`src/design/tmie_ram.sv`:
```
// ----------------------------------------------------------------------------
// Simple dual-port RAM
// One write port and one read port with registered read data.
// ----------------------------------------------------------------------------
module tmie_ram #(
	parameter int DEPTH = 16,
	parameter int WIDTH = 8,
	localparam int AW = $clog2(DEPTH)
) (
	input  logic             clk,
	input  logic             we,
	input  logic [AW-1:0]    waddr,
	input  logic [WIDTH-1:0] wdata,
	input  logic [AW-1:0]    raddr,
	output logic [WIDTH-1:0] rdata
);

	logic [WIDTH-1:0] mem [DEPTH];

	// Write port.
	always_ff @(posedge clk) begin
		if (we) begin
			mem[waddr] <= wdata;
		end
	end

	// Registered read port.
	always_ff @(posedge clk) begin
		rdata <= mem[raddr];
	end

endmodule

```
`config.mk`:
```
export PLATFORM = sky130hd
export DESIGN_NAME = tmie_ram
export DESIGN_NICKNAME = d
export VERILOG_FILES = /design/src/design/tmie_ram.sv
export SDC_FILE = /design/constraint.sdc
export NUM_CORES = 1
export LEC_CHECK = 0
export BUFFER_PORTS_ARGS = -buffer_cell sky130_fd_sc_hd__buf_2
export CORE_ASPECT_RATIO = 1.5
export CORE_MARGIN = 2
export CORE_UTILIZATION = 50
export DETAILED_ROUTE_END_ITERATION = 7
export PLACE_DENSITY = 0.67
export REMOVE_ABC_BUFFERS = 1
export SETUP_SLACK_MARGIN = 0.15
export SLEW_MARGIN = 20
export SYNTH_ARGS = -nofsm -noshare
export SYNTH_HDL_FRONTEND = slang
export SYNTH_SLANG_ARGS = --single-unit
```
`constraint.sdc`:
```
create_clock -name clk -period 3.6 [get_ports clk]
set_input_delay 0.72 -clock clk [delete_from_list [all_inputs] [get_ports clk]]
set_output_delay 0.72 -clock clk [all_outputs]
set_load 0.005 [all_outputs]
```
### Word level (Yosys, flattened, before mapping)

Memory sizes are Yosys's and may differ from the RTL's. A register that Yosys moved wholly into a read port is not among the register bits.
Index checks and enable logic that the tools add are counted.

* memory bits (writable): 128
* output and inout bits: 8
* flip-flop bits (word level): 0
* memories kept: 1

* muxes and demuxes: 2

Memories
* mem: words 16, bits a word 8, read ports 1, clocked after Yosys merged registers in 1, wr ports 1, line 18 `logic [WIDTH-1:0] mem [DEPTH];`

Operators by type and width (count)
* $mux W1: 2

### Logic depth before layout (Yosys ltp)

* word-level depth: 2
* gate-level depth with buffers: 5
* gate-level depth less buffers: 3

### Worst setup path after synthesis

Ideal clock, no wire load.

* path kind: input port to flip-flop
* start: in waddr[2]
* end: mem mem[0][0], enable pin
* setup time: 0.383 ns
* required time: 3.217 ns
* cell stages on the path: 2
* path slack: 1.387 ns
* path buffers: 0
* data arrival time: 1.830 ns
* path through: or3b_2 -> nor3_1

RTL lines
* from (decl): line 12 `input logic [AW-1:0] waddr,`
* to (decl): line 18

No word-level cell before the write port.

==> summary.txt <==
Routing
  • Wirelength per Cell: 23.59 µm
  • Final WL: 9.412 mm
  • Vias per inst: 5.980
  • Final ANT Viol Nets: 0
  • Vias: 2386
  • DR iter-0 viols: 236
  • Drt pass-1 iters: 4
  • Residual DRC: 0

Synthesis
  • Top-count cell post-synth: edfxtp_1
  • Async SR Flop Fraction: 0
  • Post-synth EDFFs: 128
  • Ys flop type: edfxtp_1
  • Post-synth top area cell: edfxtp_1
  • Synth area leaders: edfxtp_1 (75%), mux4_2 (7.9%), mux4_1 (7.1%)
  • Post-synthesis cell type count: 19
  • Yosys top cell area share: 0.7467
  • Yosys Warn Count: 0
  • Post-synth top cells: edfxtp_1 (128), mux4_2 (18), a22oi_1 (16), mux4_1 (14), nor2_1 (13)
  • Cells after synthesis: 229
  • Syn_area_per_cell: 22.48 µm²
  • Sequential share of the synthesized area: 0.7778
  • Synthesized cell area: 5147 µm²
  • Yosys reg bits: 136

Clocking
  • CTS tree: built
  • Postcts setup bufs: 0
  • Clk_lat worst skew: 0.41 ns
  • Cell chosen for the clock root: clkbuf_16
  • Clock transition at path regs: 0.05 ns
  • Post-CTS sizing: 0
  • # hold bufs at CTS: 0
  • CTS sink cnt: 136
  • Max Buffers Root-to-Sink: 2
  • CTS Buf Count: 17
  • CTS HTree Levels: 4

Setup path
  • R2R Path End: rdata[1]
  • Data arrival, critical path: 2.42 ns
  • Setup crit end kind: flop
  • Reg-to-reg setup timing slack: 2.24 ns
  • Worst Reg-to-Reg Cells: 3
  • CP required: 3.89 ns
  • Crit path max fanout: 17
  • CP Launch Point: raddr[0]
  • Reg2reg start: mem[4][1]
  • CP startpoint kind: primary input
  • Crit Path Category: primary input to flop

Min path
  • Hold Path Class: flop to flop
  • Hold depth: 3
  • Worst Hold Path EP: rdata[7]
  • Worst Min Path Start: mem[13][7]

Global route
  • Initial antenna violation count: 0
  • First-pass GRT wire length: 14.35 mm
  • Largest net degree at the start of global routing: 33
  • Overflow left after global routing: 0
  • Gr usage total: 0.1881
  • Vias in the first global route: 2358

Pwr
  • PwrDens: 585.3 nW/µm²
  • Logic pwr share: 0.044
  • Register share of total power: 0.515
  • P_int: 0.002801 W
  • Sw Share: 0.1906
  • Worst VDD drop: 0.0004332 V
  • Part of the power in the clock network: 0.441
  • Leakage: 1.988 nW
  • Switching pwr: 0.0006595 W

Placed design
  • RD Place Congestion: 0.7324
  • DP HPWL: 6.257 mm
  • IO buf count: 25
  • Dpl ws: 1.028 ns

Finish
  • Layout cells sized above 1: 0.2624
  • # diodes: 0
  • Area Growth Syn to Fin: 14.85%
  • Final net count: 287
  • Fin util: 0.5866
  • Layout fillers: 710

Timing
  • Relative slew margins: 0.3004
  • Max Transition Viols Final: 0
  • Actual slew at the worst max-slew pin: 1.046 ns
  • Final setup viols: 0
  • Final Hold Viols: 0
  • FMAX: 468.8 MHz
  • Worst Skew: 0.007911 ns
  • Post-route minimum period: 2.133 ns
  • Period utilization: 0.5925
  • Setup TNS: 0 ns
  • Setup WS post-layout: 1.467 ns
  • RSZ-0062 raised after global routing: false

Floorplan
  • Std-Cell Core Area: 10080 µm²
  • Die width: 86.85 µm
  • Area of the die: 11140 µm²
  • Row cnt: 45
  • Die Span Y: 128.3 µm
  • Starting Density: 0.5107
  • Top Ports: 26

Job
  • Number of maximum-capacitance violations: 0

Run status
  • Status: finished, final reports clean
sequential cells by signal, indices dropped and copies added (netlist names):
name   cells
mem      128
rdata      8
cells in the final DEF, fill, tap and decap left out, types with 2 or more instances in the layout:
master     synthesis  routed
mux4_1            14      14
clkbuf_1           0       6
nor2_1            13      13
buf_4              1       6
mux4_2            18      18
dfxtp_1            8       8
buf_2              3      25
clkinv_2           0       2
a22oi_1           16      16
nand2b_1           2       2
clkbuf_16          0      17
nand3b_1           2       2
nor3_1             4       4
nand2_1            9       9
edfxtp_1         128     128
clkbuf_8           0       5
clkinv_1           0       2
power groups by stage:
stage / Sequential (W) / Clock (W) / Combinational [W]
finish: 0.00178 / 0.00153 / 0.000153
global route: 0.00178 / 0.00162 / 0.000169
CTS: 0.00178 / 0.00154 / 0.000157
detailed placement: 0.00181 / 0 / 0.000157
global placement: 0.00181 / 0 / 0.000153
floorplan: 0.00181 / 0 / 0.0000710
area by class of cell:
cell class,count,area [µm²],share of cell area
clock buffers,28,516.7,0.08741
clock inverters,4,17.52,0.002963
multi-input cells,83,1057,0.1788
flip-flops and latches,136,4004,0.6772
well taps,117,146.4,0.02476
repair buffers,31,170.2,0.02878
cell families (layout without fill, tap and decap cells):
group | after synthesis | count (layout) | share of synthesized area
DFF | 136 | 136 | 0.7778
and+or+nand+nor | 35 | 35 | 0.03184
AOI/OAI and AO/OA | 16 | 16 | 0.02334
buffers and inverters | 10 | 63 | 0.01677
muxes | 32 | 32 | 0.1502
worst max-delay path, cell delays in order:
cell and delay (ns):
buf_2 0.44, buf_4 0.31, mux4_1 0.61, a22oi_1 0.23
nand2_1 0.10
metal layers:
layer / global-route usage / up-vias / wire, µm
li1: - / 1049 / -
met1: 0.2319 / 1233 / 3616
met2: 0.3116 / 85 / 5046
met3: 0.04894 / 19 / 546
met4: 0.08272 / 0 / 202
met5: 0 / - / 0
how the worst max path moves through the flow:
stage | endpoint | slack, ns | cells past startpoint
3_5_place_dp | rdata[1] | 1.03 | 5
6_report | rdata[1] | 1.47 | 5
3_3_place_gp | rdata[1] | 1.04 | 5
5_1_grt | rdata[3] | 1.35 | 5
4_1_cts | rdata[1] | 1.46 | 5
2_1_floorplan | mem[0][0] | 1.39 | 2
through the flow:
stage	area [µm²]	power, W	hold slack [ns]	instances
4_1_cts	5912	0.003482	0.6757	399
3_3_place_gp	5378	0.001965	0.6573	367
5_1_grt	5912	0.003569	0.6890	399
6_report	5912	0.003460	0.6739	399
3_5_place_dp	5378	0.001970	0.6669	367
2_1_floorplan	5061	0.001882	0.6293	219
Power figures use the tool's default switching activity.
