==> src/design/tmie_pkg.sv <==
// ----------------------------------------------------------------------------
// Tape machine executor package
// Shared constants, instruction codes, status codes and sequencer states.
// ----------------------------------------------------------------------------
package tmie_pkg;

	// Default store sizes.
	localparam int TAPE_DEPTH_DEF = 32768;
	localparam int CODE_DEPTH_DEF = 4096;

	// Request kinds.
	localparam logic REQ_LOAD = 1'b0;
	localparam logic REQ_STEP = 1'b1;

	// Instruction characters.
	localparam logic [7:0] OP_RIGHT = 8'h3E;  // '>'
	localparam logic [7:0] OP_LEFT  = 8'h3C;  // '<'
	localparam logic [7:0] OP_INC   = 8'h2B;  // '+'
	localparam logic [7:0] OP_DEC   = 8'h2D;  // '-'
	localparam logic [7:0] OP_OUT   = 8'h2E;  // '.'
	localparam logic [7:0] OP_IN    = 8'h2C;  // ','
	localparam logic [7:0] OP_OPEN  = 8'h5B;  // '['
	localparam logic [7:0] OP_CLOSE = 8'h5D;  // ']'

	// Run status codes.
	typedef enum logic [2:0] {
		ST_RUN     = 3'd0,
		ST_HALT    = 3'd1,
		ST_PTR     = 3'd2,
		ST_BRACKET = 3'd3,
		ST_FULL    = 3'd4
	} tmie_status_t;

	// Sequencer states.
	typedef enum logic [2:0] {
		S_CLEAR,
		S_IDLE,
		S_EXEC,
		S_SCAN_RD,
		S_SCAN_CHK,
		S_DONE
	} tmie_state_t;

endpackage

==> src/design/tmie_req_if.sv <==
// ----------------------------------------------------------------------------
// Request channel
// Valid/ready channel that carries load and step transactions.
// ----------------------------------------------------------------------------
interface tmie_req_if;
	logic       valid;
	logic       ready;
	logic       req_type;
	logic [7:0] code_byte;
	logic [7:0] feed_byte;

	modport source (output valid, output req_type, output code_byte, output feed_byte,
		input ready);
	modport sink (input valid, input req_type, input code_byte, input feed_byte,
		output ready);
endinterface

==> src/design/tmie_rsp_if.sv <==
// ----------------------------------------------------------------------------
// Response channel
// Valid/ready channel that carries one result transaction per request.
// ----------------------------------------------------------------------------
interface tmie_rsp_if;
	logic       valid;
	logic       ready;
	logic       emit_valid;
	logic [7:0] emit_byte;
	logic       feed_taken;
	logic [2:0] status;

	modport source (output valid, output emit_valid, output emit_byte,
		output feed_taken, output status, input ready);
	modport sink (input valid, input emit_valid, input emit_byte,
		input feed_taken, input status, output ready);
endinterface

==> src/design/tmie_seq.sv <==
// ----------------------------------------------------------------------------
// Executor sequencer
// Runs the clearing pass, loads code, executes one instruction per step
// transaction and scans code memory for matching brackets.
// ----------------------------------------------------------------------------
module tmie_seq #(
	parameter int TAPE_DEPTH = tmie_pkg::TAPE_DEPTH_DEF,
	parameter int CODE_DEPTH = tmie_pkg::CODE_DEPTH_DEF,
	localparam int TAW = $clog2(TAPE_DEPTH),
	localparam int CAW = $clog2(CODE_DEPTH)
) (
	input  logic            clk,
	input  logic            arst_n,
	tmie_req_if.sink        req,
	tmie_rsp_if.source      rsp,
	output logic            tape_we,
	output logic [TAW-1:0]  tape_waddr,
	output logic [7:0]      tape_wdata,
	output logic [TAW-1:0]  tape_raddr,
	input  logic [7:0]      tape_rdata,
	output logic            code_we,
	output logic [CAW-1:0]  code_waddr,
	output logic [7:0]      code_wdata,
	output logic [CAW-1:0]  code_raddr,
	input  logic [7:0]      code_rdata
);
	import tmie_pkg::*;

	localparam int CW = $clog2(CODE_DEPTH + 1);
	localparam logic [TAW-1:0] TAPE_LAST = TAW'(TAPE_DEPTH - 1);
	localparam logic [CW-1:0]  CODE_FULL = CW'(CODE_DEPTH);

	tmie_state_t  state_q, state_d;
	tmie_status_t status_q, status_set;

	logic [TAW-1:0] clr_q;
	logic [CW-1:0]  len_q;
	logic [CW-1:0]  ic_q;
	logic [TAW-1:0] ptr_q;
	logic           rsp_valid_q;

	logic [7:0]     feed_q;
	logic           ev_q;
	logic [7:0]     eb_q;
	logic           ft_q;
	logic [CW-1:0]  scan_q;
	logic [CW-1:0]  depth_q;
	logic           fwd_q;
	logic           scan_end_q;
	logic [7:0]     rsp_eb_q;
	logic           rsp_ev_q;
	logic           rsp_ft_q;
	logic [2:0]     rsp_st_q;

	logic accept;
	logic err;
	logic slot_free;
	logic jump;
	logic scan_out;
	logic scan_same;
	logic scan_opp;
	logic scan_hit;

	// Common decode terms.
	assign accept    = req.valid && req.ready;
	assign err       = (status_q == ST_PTR) || (status_q == ST_BRACKET) ||
		(status_q == ST_FULL);
	assign slot_free = !rsp_valid_q || rsp.ready;
	assign jump      = ((code_rdata == OP_OPEN) && (tape_rdata == 8'd0)) ||
		((code_rdata == OP_CLOSE) && (tape_rdata != 8'd0));
	assign scan_out  = fwd_q ? (scan_q >= len_q) : scan_end_q;
	assign scan_same = fwd_q ? (code_rdata == OP_OPEN) : (code_rdata == OP_CLOSE);
	assign scan_opp  = fwd_q ? (code_rdata == OP_CLOSE) : (code_rdata == OP_OPEN);
	assign scan_hit  = scan_opp && (depth_q == CW'(1));
	assign status_set = err ? status_q : ((ic_q >= len_q) ? ST_HALT : ST_RUN);

	// Next-state logic.
	always_comb begin
		state_d = state_q;
		case (state_q)
			S_CLEAR: begin
				if (clr_q == TAPE_LAST) begin
					state_d = S_IDLE;
				end
			end
			S_IDLE: begin
				if (accept) begin
					if (!err && (req.req_type == REQ_STEP) && (ic_q < len_q)) begin
						state_d = S_EXEC;
					end else begin
						state_d = S_DONE;
					end
				end
			end
			S_EXEC: begin
				state_d = jump ? S_SCAN_RD : S_DONE;
			end
			S_SCAN_RD: begin
				state_d = scan_out ? S_DONE : S_SCAN_CHK;
			end
			S_SCAN_CHK: begin
				state_d = scan_hit ? S_DONE : S_SCAN_RD;
			end
			S_DONE: begin
				if (slot_free) begin
					state_d = S_IDLE;
				end
			end
			default: begin
				state_d = S_CLEAR;
			end
		endcase
	end

	// Output logic: handshake and memory controls.
	always_comb begin
		req.ready  = 1'b0;
		tape_we    = 1'b0;
		tape_waddr = ptr_q;
		tape_wdata = 8'd0;
		tape_raddr = ptr_q;
		code_we    = 1'b0;
		code_waddr = len_q[CAW-1:0];
		code_wdata = req.code_byte;
		code_raddr = ic_q[CAW-1:0];
		case (state_q)
			S_CLEAR: begin
				tape_we    = 1'b1;
				tape_waddr = clr_q;
			end
			S_IDLE: begin
				req.ready = 1'b1;
				code_we   = req.valid && !err && (req.req_type == REQ_LOAD) &&
					(len_q != CODE_FULL);
			end
			S_EXEC: begin
				case (code_rdata)
					OP_INC: begin
						tape_we    = 1'b1;
						tape_wdata = tape_rdata + 8'd1;
					end
					OP_DEC: begin
						tape_we    = 1'b1;
						tape_wdata = tape_rdata - 8'd1;
					end
					OP_IN: begin
						tape_we    = 1'b1;
						tape_wdata = feed_q;
					end
					default: begin
						tape_we = 1'b0;
					end
				endcase
			end
			S_SCAN_RD: begin
				code_raddr = scan_q[CAW-1:0];
			end
			default: begin
				req.ready = 1'b0;
			end
		endcase
	end

	// Control registers.
	always_ff @(posedge clk or negedge arst_n) begin
		if (!arst_n) begin
			state_q     <= S_CLEAR;
			status_q    <= ST_RUN;
			clr_q       <= '0;
			len_q       <= '0;
			ic_q        <= '0;
			ptr_q       <= '0;
			rsp_valid_q <= 1'b0;
		end else begin
			state_q <= state_d;
			// A waiting result leaves when taken; the done state loads the next one.
			if (rsp.ready && (state_q != S_DONE)) begin
				rsp_valid_q <= 1'b0;
			end
			case (state_q)
				S_CLEAR: begin
					clr_q <= clr_q + TAW'(1);
				end
				S_IDLE: begin
					if (accept && !err && (req.req_type == REQ_LOAD)) begin
						if (len_q == CODE_FULL) begin
							status_q <= ST_FULL;
						end else begin
							len_q <= len_q + CW'(1);
						end
					end
				end
				S_EXEC: begin
					case (code_rdata)
						OP_RIGHT: begin
							if (ptr_q == TAPE_LAST) begin
								status_q <= ST_PTR;
							end else begin
								ptr_q <= ptr_q + TAW'(1);
								ic_q  <= ic_q + CW'(1);
							end
						end
						OP_LEFT: begin
							if (ptr_q == '0) begin
								status_q <= ST_PTR;
							end else begin
								ptr_q <= ptr_q - TAW'(1);
								ic_q  <= ic_q + CW'(1);
							end
						end
						default: begin
							if (!jump) begin
								ic_q <= ic_q + CW'(1);
							end
						end
					endcase
				end
				S_SCAN_RD: begin
					if (scan_out) begin
						status_q <= ST_BRACKET;
					end
				end
				S_SCAN_CHK: begin
					// Execution resumes just past the matching bracket.
					if (scan_hit) begin
						ic_q <= scan_q + CW'(1);
					end
				end
				S_DONE: begin
					if (slot_free) begin
						status_q    <= status_set;
						rsp_valid_q <= 1'b1;
					end
				end
				default: begin
					clr_q <= clr_q;
				end
			endcase
		end
	end

	// Payload registers: feed byte, result fields and bracket scan state.
	always_ff @(posedge clk) begin
		case (state_q)
			S_IDLE: begin
				if (accept) begin
					feed_q <= req.feed_byte;
					ev_q   <= 1'b0;
					eb_q   <= 8'd0;
					ft_q   <= 1'b0;
				end
			end
			S_EXEC: begin
				if (code_rdata == OP_OUT) begin
					ev_q <= 1'b1;
					eb_q <= tape_rdata;
				end
				if (code_rdata == OP_IN) begin
					ft_q <= 1'b1;
				end
				fwd_q      <= (code_rdata == OP_OPEN);
				depth_q    <= CW'(1);
				scan_end_q <= (code_rdata == OP_CLOSE) && (ic_q == '0);
				scan_q     <= (code_rdata == OP_OPEN) ? (ic_q + CW'(1)) : (ic_q - CW'(1));
			end
			S_SCAN_CHK: begin
				if (scan_same) begin
					depth_q <= depth_q + CW'(1);
				end else if (scan_opp) begin
					depth_q <= depth_q - CW'(1);
				end
				if (!fwd_q && (scan_q == '0)) begin
					scan_end_q <= 1'b1;
				end
				scan_q <= fwd_q ? (scan_q + CW'(1)) : (scan_q - CW'(1));
			end
			S_DONE: begin
				if (slot_free) begin
					rsp_ev_q <= err ? 1'b0 : ev_q;
					rsp_eb_q <= err ? 8'd0 : eb_q;
					rsp_ft_q <= err ? 1'b0 : ft_q;
					rsp_st_q <= status_set;
				end
			end
			default: begin
				feed_q <= feed_q;
			end
		endcase
	end

	// Response channel.
	assign rsp.valid      = rsp_valid_q;
	assign rsp.emit_valid = rsp_ev_q;
	assign rsp.emit_byte  = rsp_eb_q;
	assign rsp.feed_taken = rsp_ft_q;
	assign rsp.status     = rsp_st_q;

endmodule

==> src/flat_wrapper.sv <==
// flat-port wrapper written by rule: the top's interface ports become plain ports
module tmie_seq_flat import tmie_pkg::*;
#(
	parameter int TAPE_DEPTH = tmie_pkg::TAPE_DEPTH_DEF,
	parameter int CODE_DEPTH = tmie_pkg::CODE_DEPTH_DEF,
	localparam int TAW = $clog2(TAPE_DEPTH),
	localparam int CAW = $clog2(CODE_DEPTH)
)
  (clk, arst_n, tape_we, tape_waddr, tape_wdata, tape_raddr, tape_rdata, code_we, code_waddr, code_wdata, code_raddr, code_rdata, req_valid, req_req_type, req_code_byte, req_feed_byte, req_ready, rsp_valid, rsp_emit_valid, rsp_emit_byte, rsp_feed_taken, rsp_status, rsp_ready);
  tmie_req_if req_i ();
  tmie_rsp_if rsp_i ();
  input  logic clk;
  input  logic arst_n;
  output logic tape_we;
  output logic [TAW-1:0] tape_waddr;
  output logic [7:0] tape_wdata;
  output logic [TAW-1:0] tape_raddr;
  input  logic [7:0] tape_rdata;
  output logic code_we;
  output logic [CAW-1:0] code_waddr;
  output logic [7:0] code_wdata;
  output logic [CAW-1:0] code_raddr;
  input  logic [7:0] code_rdata;
  input wire logic [$bits(req_i.valid)-1:0] req_valid;
  input wire logic [$bits(req_i.req_type)-1:0] req_req_type;
  input wire logic [$bits(req_i.code_byte)-1:0] req_code_byte;
  input wire logic [$bits(req_i.feed_byte)-1:0] req_feed_byte;
  output wire logic [$bits(req_i.ready)-1:0] req_ready;
  output wire logic [$bits(rsp_i.valid)-1:0] rsp_valid;
  output wire logic [$bits(rsp_i.emit_valid)-1:0] rsp_emit_valid;
  output wire logic [$bits(rsp_i.emit_byte)-1:0] rsp_emit_byte;
  output wire logic [$bits(rsp_i.feed_taken)-1:0] rsp_feed_taken;
  output wire logic [$bits(rsp_i.status)-1:0] rsp_status;
  input wire logic [$bits(rsp_i.ready)-1:0] rsp_ready;
  assign req_i.valid = req_valid;
  assign req_i.req_type = req_req_type;
  assign req_i.code_byte = req_code_byte;
  assign req_i.feed_byte = req_feed_byte;
  assign req_ready = req_i.ready;
  assign rsp_valid = rsp_i.valid;
  assign rsp_emit_valid = rsp_i.emit_valid;
  assign rsp_emit_byte = rsp_i.emit_byte;
  assign rsp_feed_taken = rsp_i.feed_taken;
  assign rsp_status = rsp_i.status;
  assign rsp_i.ready = rsp_ready;
  tmie_seq #(.TAPE_DEPTH(TAPE_DEPTH), .CODE_DEPTH(CODE_DEPTH)) u_core (.clk(clk), .arst_n(arst_n), .req(req_i), .rsp(rsp_i), .tape_we(tape_we), .tape_waddr(tape_waddr), .tape_wdata(tape_wdata), .tape_raddr(tape_raddr), .tape_rdata(tape_rdata), .code_we(code_we), .code_waddr(code_waddr), .code_wdata(code_wdata), .code_raddr(code_raddr), .code_rdata(code_rdata));
endmodule
==> config.mk <==
export PLATFORM = sky130hd
export DESIGN_NAME = tmie_seq_flat
export DESIGN_NICKNAME = d
export VERILOG_FILES = /design/src/design/tmie_pkg.sv /design/src/design/tmie_req_if.sv /design/src/design/tmie_rsp_if.sv /design/src/design/tmie_seq.sv /design/src/flat_wrapper.sv
export SDC_FILE = /design/constraint.sdc
export NUM_CORES = 1
export LEC_CHECK = 0
export BUFFER_PORTS_ARGS = -buffer_cell sky130_fd_sc_hd__buf_2
export CORE_MARGIN = 5
export CORE_UTILIZATION = 40
export CTS_BUF_LIST = sky130_fd_sc_hd__clkbuf_4
export CTS_CLUSTER_SIZE = 14
export DETAILED_ROUTE_END_ITERATION = 6
export GPL_ROUTABILITY_DRIVEN = 0
export PLACE_DENSITY_LB_ADDON = 0.2
export SYNTH_ARGS = -nofsm -noshare
export SYNTH_HDL_FRONTEND = slang
export SYNTH_SLANG_ARGS = --single-unit
==> constraint.sdc <==
create_clock -name clk -period 4.8 [get_ports clk]
set_input_delay 0.48 -clock clk [delete_from_list [all_inputs] [get_ports clk]]
set_output_delay 0.48 -clock clk [all_outputs]
set_load 0.05 [all_outputs]
* Word-level counts from Yosys, hierarchy flattened
Index checks and enable logic that the tools add are counted.
** Storage, ports and cells
- RAM bits :: 0
- Flip-flop bits (word level) :: 122
- Memories :: 0
- Memory bits (read-only) :: 0
- Latch bits :: 0
** Operators by class
- Multiplexer cells :: 57
- Shift operators :: 0
- Magnitude comparators :: 3
- Equality and inequality tests :: 41
- Div/mod/pow operators :: 0
- Add/subtract/negate cells :: 12
- Bitwise gates (word level) :: 2
- Reduce and logical (&&, ||, !) cells :: 43
- Multipliers :: 0
** Operators by type and width (number)
- $mux W13 :: 8
- $pmux W13 S2 :: 4
- $add A13 B1 Y13 const B :: 4
- $eq A8 B6 Y1 const B :: 6
- $mux W15 :: 3
- $mux W3 :: 13
- $sub A13 B1 Y13 const B :: 3
- $add A15 B1 Y15 const B :: 2
- $eq A15 B15 Y1 const B :: 2
- $pmux W15 S2 :: 1
- $ge A13 B13 Y1 :: 2
- $logic_not A13 Y1 :: 2
- $mux W8 :: 3
- $pmux W8 S3 :: 1
- $ne A2 B1 Y1 const B :: 10
- $pmux W3 S6 :: 1
- $eq A8 B7 Y1 const B :: 2
- $pmux W8 S2 :: 1
- $logic_not A15 Y1 :: 1
- $mux W1 :: 15
- $sub A15 B1 Y15 const B :: 1
- $logic_and A1 B1 Y1 :: 14
- $eq A13 B1 Y1 const B :: 1
- $eq A13 B13 Y1 const B :: 1
- 30 further kinds :: 57

* Depth between registers and ports, before layout
- Depth after elaboration :: 9
- Depth in mapped cells :: 13
- Gate-level depth less buffers :: 13

* Least setup slack after synthesis
Ideal clock, no wire load.
- Path type :: input to output
- Start :: input code_rdata[7]
- End :: output tape_wdata[7]
- Path buffers :: 0
- Path slack :: 0.976 ns
- Data arrival time :: 3.344 ns
- Data required time :: 4.320 ns
- Stages on the path :: 12
- Path through :: nor4bb_1 > nor2b_1 > and3_1 > ha_1 > a21o_1 > a21oi_1 > o21bai_1 > a21oi_1 > o21ai_0 > xnor2_1 > a32oi_1 > nor2_1
** On the way
- Longest elaborated chain between the ends :: 3
** RTL lines
- start, declared :: line flat_wrapper.sv:23 : input logic [7:0] code_rdata;
- $eq A8 B6 Y1 :: line tmie_seq.sv:137 : case (code_rdata)
- $pmux W8 S3 (*) :: line tmie_seq.sv:137
- $mux W8 (*) :: line tmie_seq.sv:126 : case (state_q)
- end, declared :: line flat_wrapper.sv:16 : output logic [7:0] tape_wdata;
Every way passes the cells marked *; elsewhere a longest branch is shown, timed or not.

* Final worst setup path
Same ends and word-level chain as after synthesis.

==> flow_summary.ini <==
[timing]
finalClockSkew_ps = 39.0
fmax_ghz = 0.242
rsz_0062_raised_after_global_routing = no
finalWorstPathRequiredPeriod_ps = 4130
finalHoldViolCount = 0
maxSlewHeadroom_pct = 29.6
setup_tns_ps = 0
setup_viol = 0
finalCritPeriodShare_pct = 86.1
tightest_slew_ps = 1050
report.final.slew_viol_count = 0

[synth]
postSynthAreaPerCell_um2 = 9.23
ys_seq_elements = 122
synth_sequential_area_ratio_pct = 38.6
most_common_flop_cell_mapped_by_yosys = dfrtp_1
synth_area_leader_cell = edfxtp_1
synth_async_sr_flop_share_pct = 51.6
syn_area_um2 = 8680
yosys_warnings = 0
post_synth_main_area_contributors = edfxtp_1 (20%), dfrtp_1 (18%), ha_1 (8.2%), xnor2_1 (6.0%), nand2_1 (3.6%)
post_synth_num_cell_types = 69
synth_largest_type_area_fraction_pct = 20.4
syn_inst = 940
number_of_flops_mapped_to_enable_cells_by_yosys = 59
synth_nets = 1036

[routing]
drt-vias-per-instance = 5.43
drt_wl_total_um = 21700
firstDrtPassIters = 4
drt_drc_violations_left = 0
wire_per_inst_um = 16.8
drt_iter0_markers = 399
antenna_left = 0
vias_after_detailed_routing = 7031

[global_routing]
grt_start_max_net_pins = 64
grt_use_total_pct = 17.8
gr-total-overflow = 0
first_global_vias = 6768
grt_pass1_wl_um = 35300
initial_antenna_violation_count = 1

[cells_and_area]
final_design_area_no_fill_um2 = 9500
post_layout_nonfiller_instances = 1294
areaGrowthSynthToFinish_pct = 9.40
drive_gt1_share_pct = 17.4
layout.nets = 1101
final_common_cell = buf_2
layout.cells.most_common_list = buf_2 (107), nand2_1 (83), nor2_1 (73)

[clocking]
clock_path_buffers = 2
clock_insertion_delay_worst_skew_ps = 550
cts_tree = done
cts.repair.resized = 0
cts_setup_buffers = 0
path_clk_slew_ps = 110
cts.root.buffer_cell = clkbuf_4
cts_inserted_buffers = 17
ctsHtreeMaxLevel = 4
holdBufCountCts = 0
clkSinkCount = 122

[floorplan]
design.die.area_um2 = 24700
dieWidth_um = 157
placement_rows = 53
top_level_ports = 124
die_h_um = 157
core_area_um2 = 21200
initial_utilization_pct = 40.9

[power]
design_power_total_mw = 4.25
total_leakage_power_nw = 4.06
power.density_nw_per_um2 = 447
ir_drop_uv = 208

[job]
timing.max_cap.violations = 0

[placed_design]
place.detailed.hpwl_um = 16200
placement.cell_area_um2 = 9240
buffer_ports.inserted = 107
number_of_cells_in_the_design_after_placement = 1261

[worst_setup_path]
worstPathRequired_ps = 4320
critical_path.max_fanout = 8
timing.setup.critical_path_class = in2out
worstPathArrival_ps = 3650
cp-end-kind = output pin
setup.worst_path.start_class = input pin

[status]
status = complete, no violations

[min_path]
min_path_type = in2reg
[cells by family after synthesis]
kind of cell / count (synthesis) / synth area share, %
DFF: 122 / 38.6
AOI/OAI and AO/OA: 191 / 13.3
buffers and inverters: 100 / 5.69
muxes: 30 / 3.82
adders and majority gates: 59 / 8.68
xor gates and xnor gates: 93 / 9.38
and+or+nand+nor: 345 / 20.5
[flip-flops by register name, summed over array words and instances (netlist names), 8 cells and up]
register	count
u_core.clr_q	15
u_core.depth_q	13
u_core.eb_q	8
u_core.feed_q	8
u_core.ic_q	13
u_core.len_q	13
u_core.rsp.emit_byte	8
u_core.scan_q	13
u_core.tape_raddr	15
[Yosys cell counts, drive strengths merged (10+ instances only)]
library cell	instances
and3	26
a21oi	59
buf	34
nand4	23
nor2	74
ha	57
a21o	14
nand2	83
nand2b	10
nand3	29
nor4	25
nor2b	13
edfxtp	59
mux2	25
inv	34
xor2	34
clkbuf	32
xnor2	59
and2	15
nor3	26
o21ai	61
dfrtp	63
[power by group]
part / switching, mW / internal (mW)
sequential: 0.323 / 1.37
clock: 0.428 / 0.261
combinational: 1.23 / 0.631
total: 1.98 / 2.26
[per-stage QoR]
stage / util (%) / setup WS (ps) / hold slack, ps
5_1_grt: 44.8 / 380 / 53.3
6_report: 44.8 / 667 / 118
3_3_place_gp: 43.5 / 762 / 486
4_1_cts: 44.7 / 682 / 57.9
2_1_floorplan: - / 976 / 184
3_5_place_dp: 43.5 / 680 / 483
[final timing paths]
check                                                    from                               end  slack (ps)  cells after the start
worst max-delay path                            code_rdata[7]                     tape_wdata[7]         670                     14
worst min-delay path                         req_feed_byte[6]        u_core.feed_q[6]$_DFFE_PP_         120                      1
max in group asynchronous                              arst_n      u_core.clr_q[11]$_DFFE_PN0P_        4080                      2
worst min register to register    u_core.clr_q[7]$_DFFE_PN0P_       u_core.clr_q[7]$_DFFE_PN0P_         500                      1
worst max register to register  u_core.state_q[2]$_DFFE_PN0P_  u_core.tape_raddr[3]$_DFFE_PN0P_        1640                      5
min in group asynchronous                              arst_n        u_core.rsp.valid$_DFF_PN0_         130                      2
[area by class of cell]
| class | count | area (µm²) |
|---|---|---|
| Timing Repair Buffer | 112 | 573 |
| Clock buffer | 18 | 135 |
| Antenna cell | 1 | 2.50 |
| Inverter | 34 | 128 |
| Tap cell | 275 | 344 |
| Sequential cell | 122 | 3350 |
| Multi-Input combinational cell | 718 | 4840 |
| Fill cell | 2120 | 11700 |
| Clock inverter | 14 | 123 |
[worst max-delay path, cell delays in order]
cell and delay (ps):
buf_2 100, nor4bb_1 450, nor2b_1 330, and3_1 420, ha_1 300, a21o_1 180, a21oi_1 220, o21bai_1 100
a21oi_1 220, o21ai_0 150, xnor2_1 200, a32oi_1 70, nor2_1 130, buf_2 290
[layer usage]
metal	global-route usage (%)	up-vias	part of all wire (%)
li1	-	3504	-
met1	24.2	3356	48
met2	28.9	141	46
met3	3.33	30	4.4
met4	5.65	0	1.8
met5	0	-	0
No activity file was read; power rests on OpenSTA's default activity.
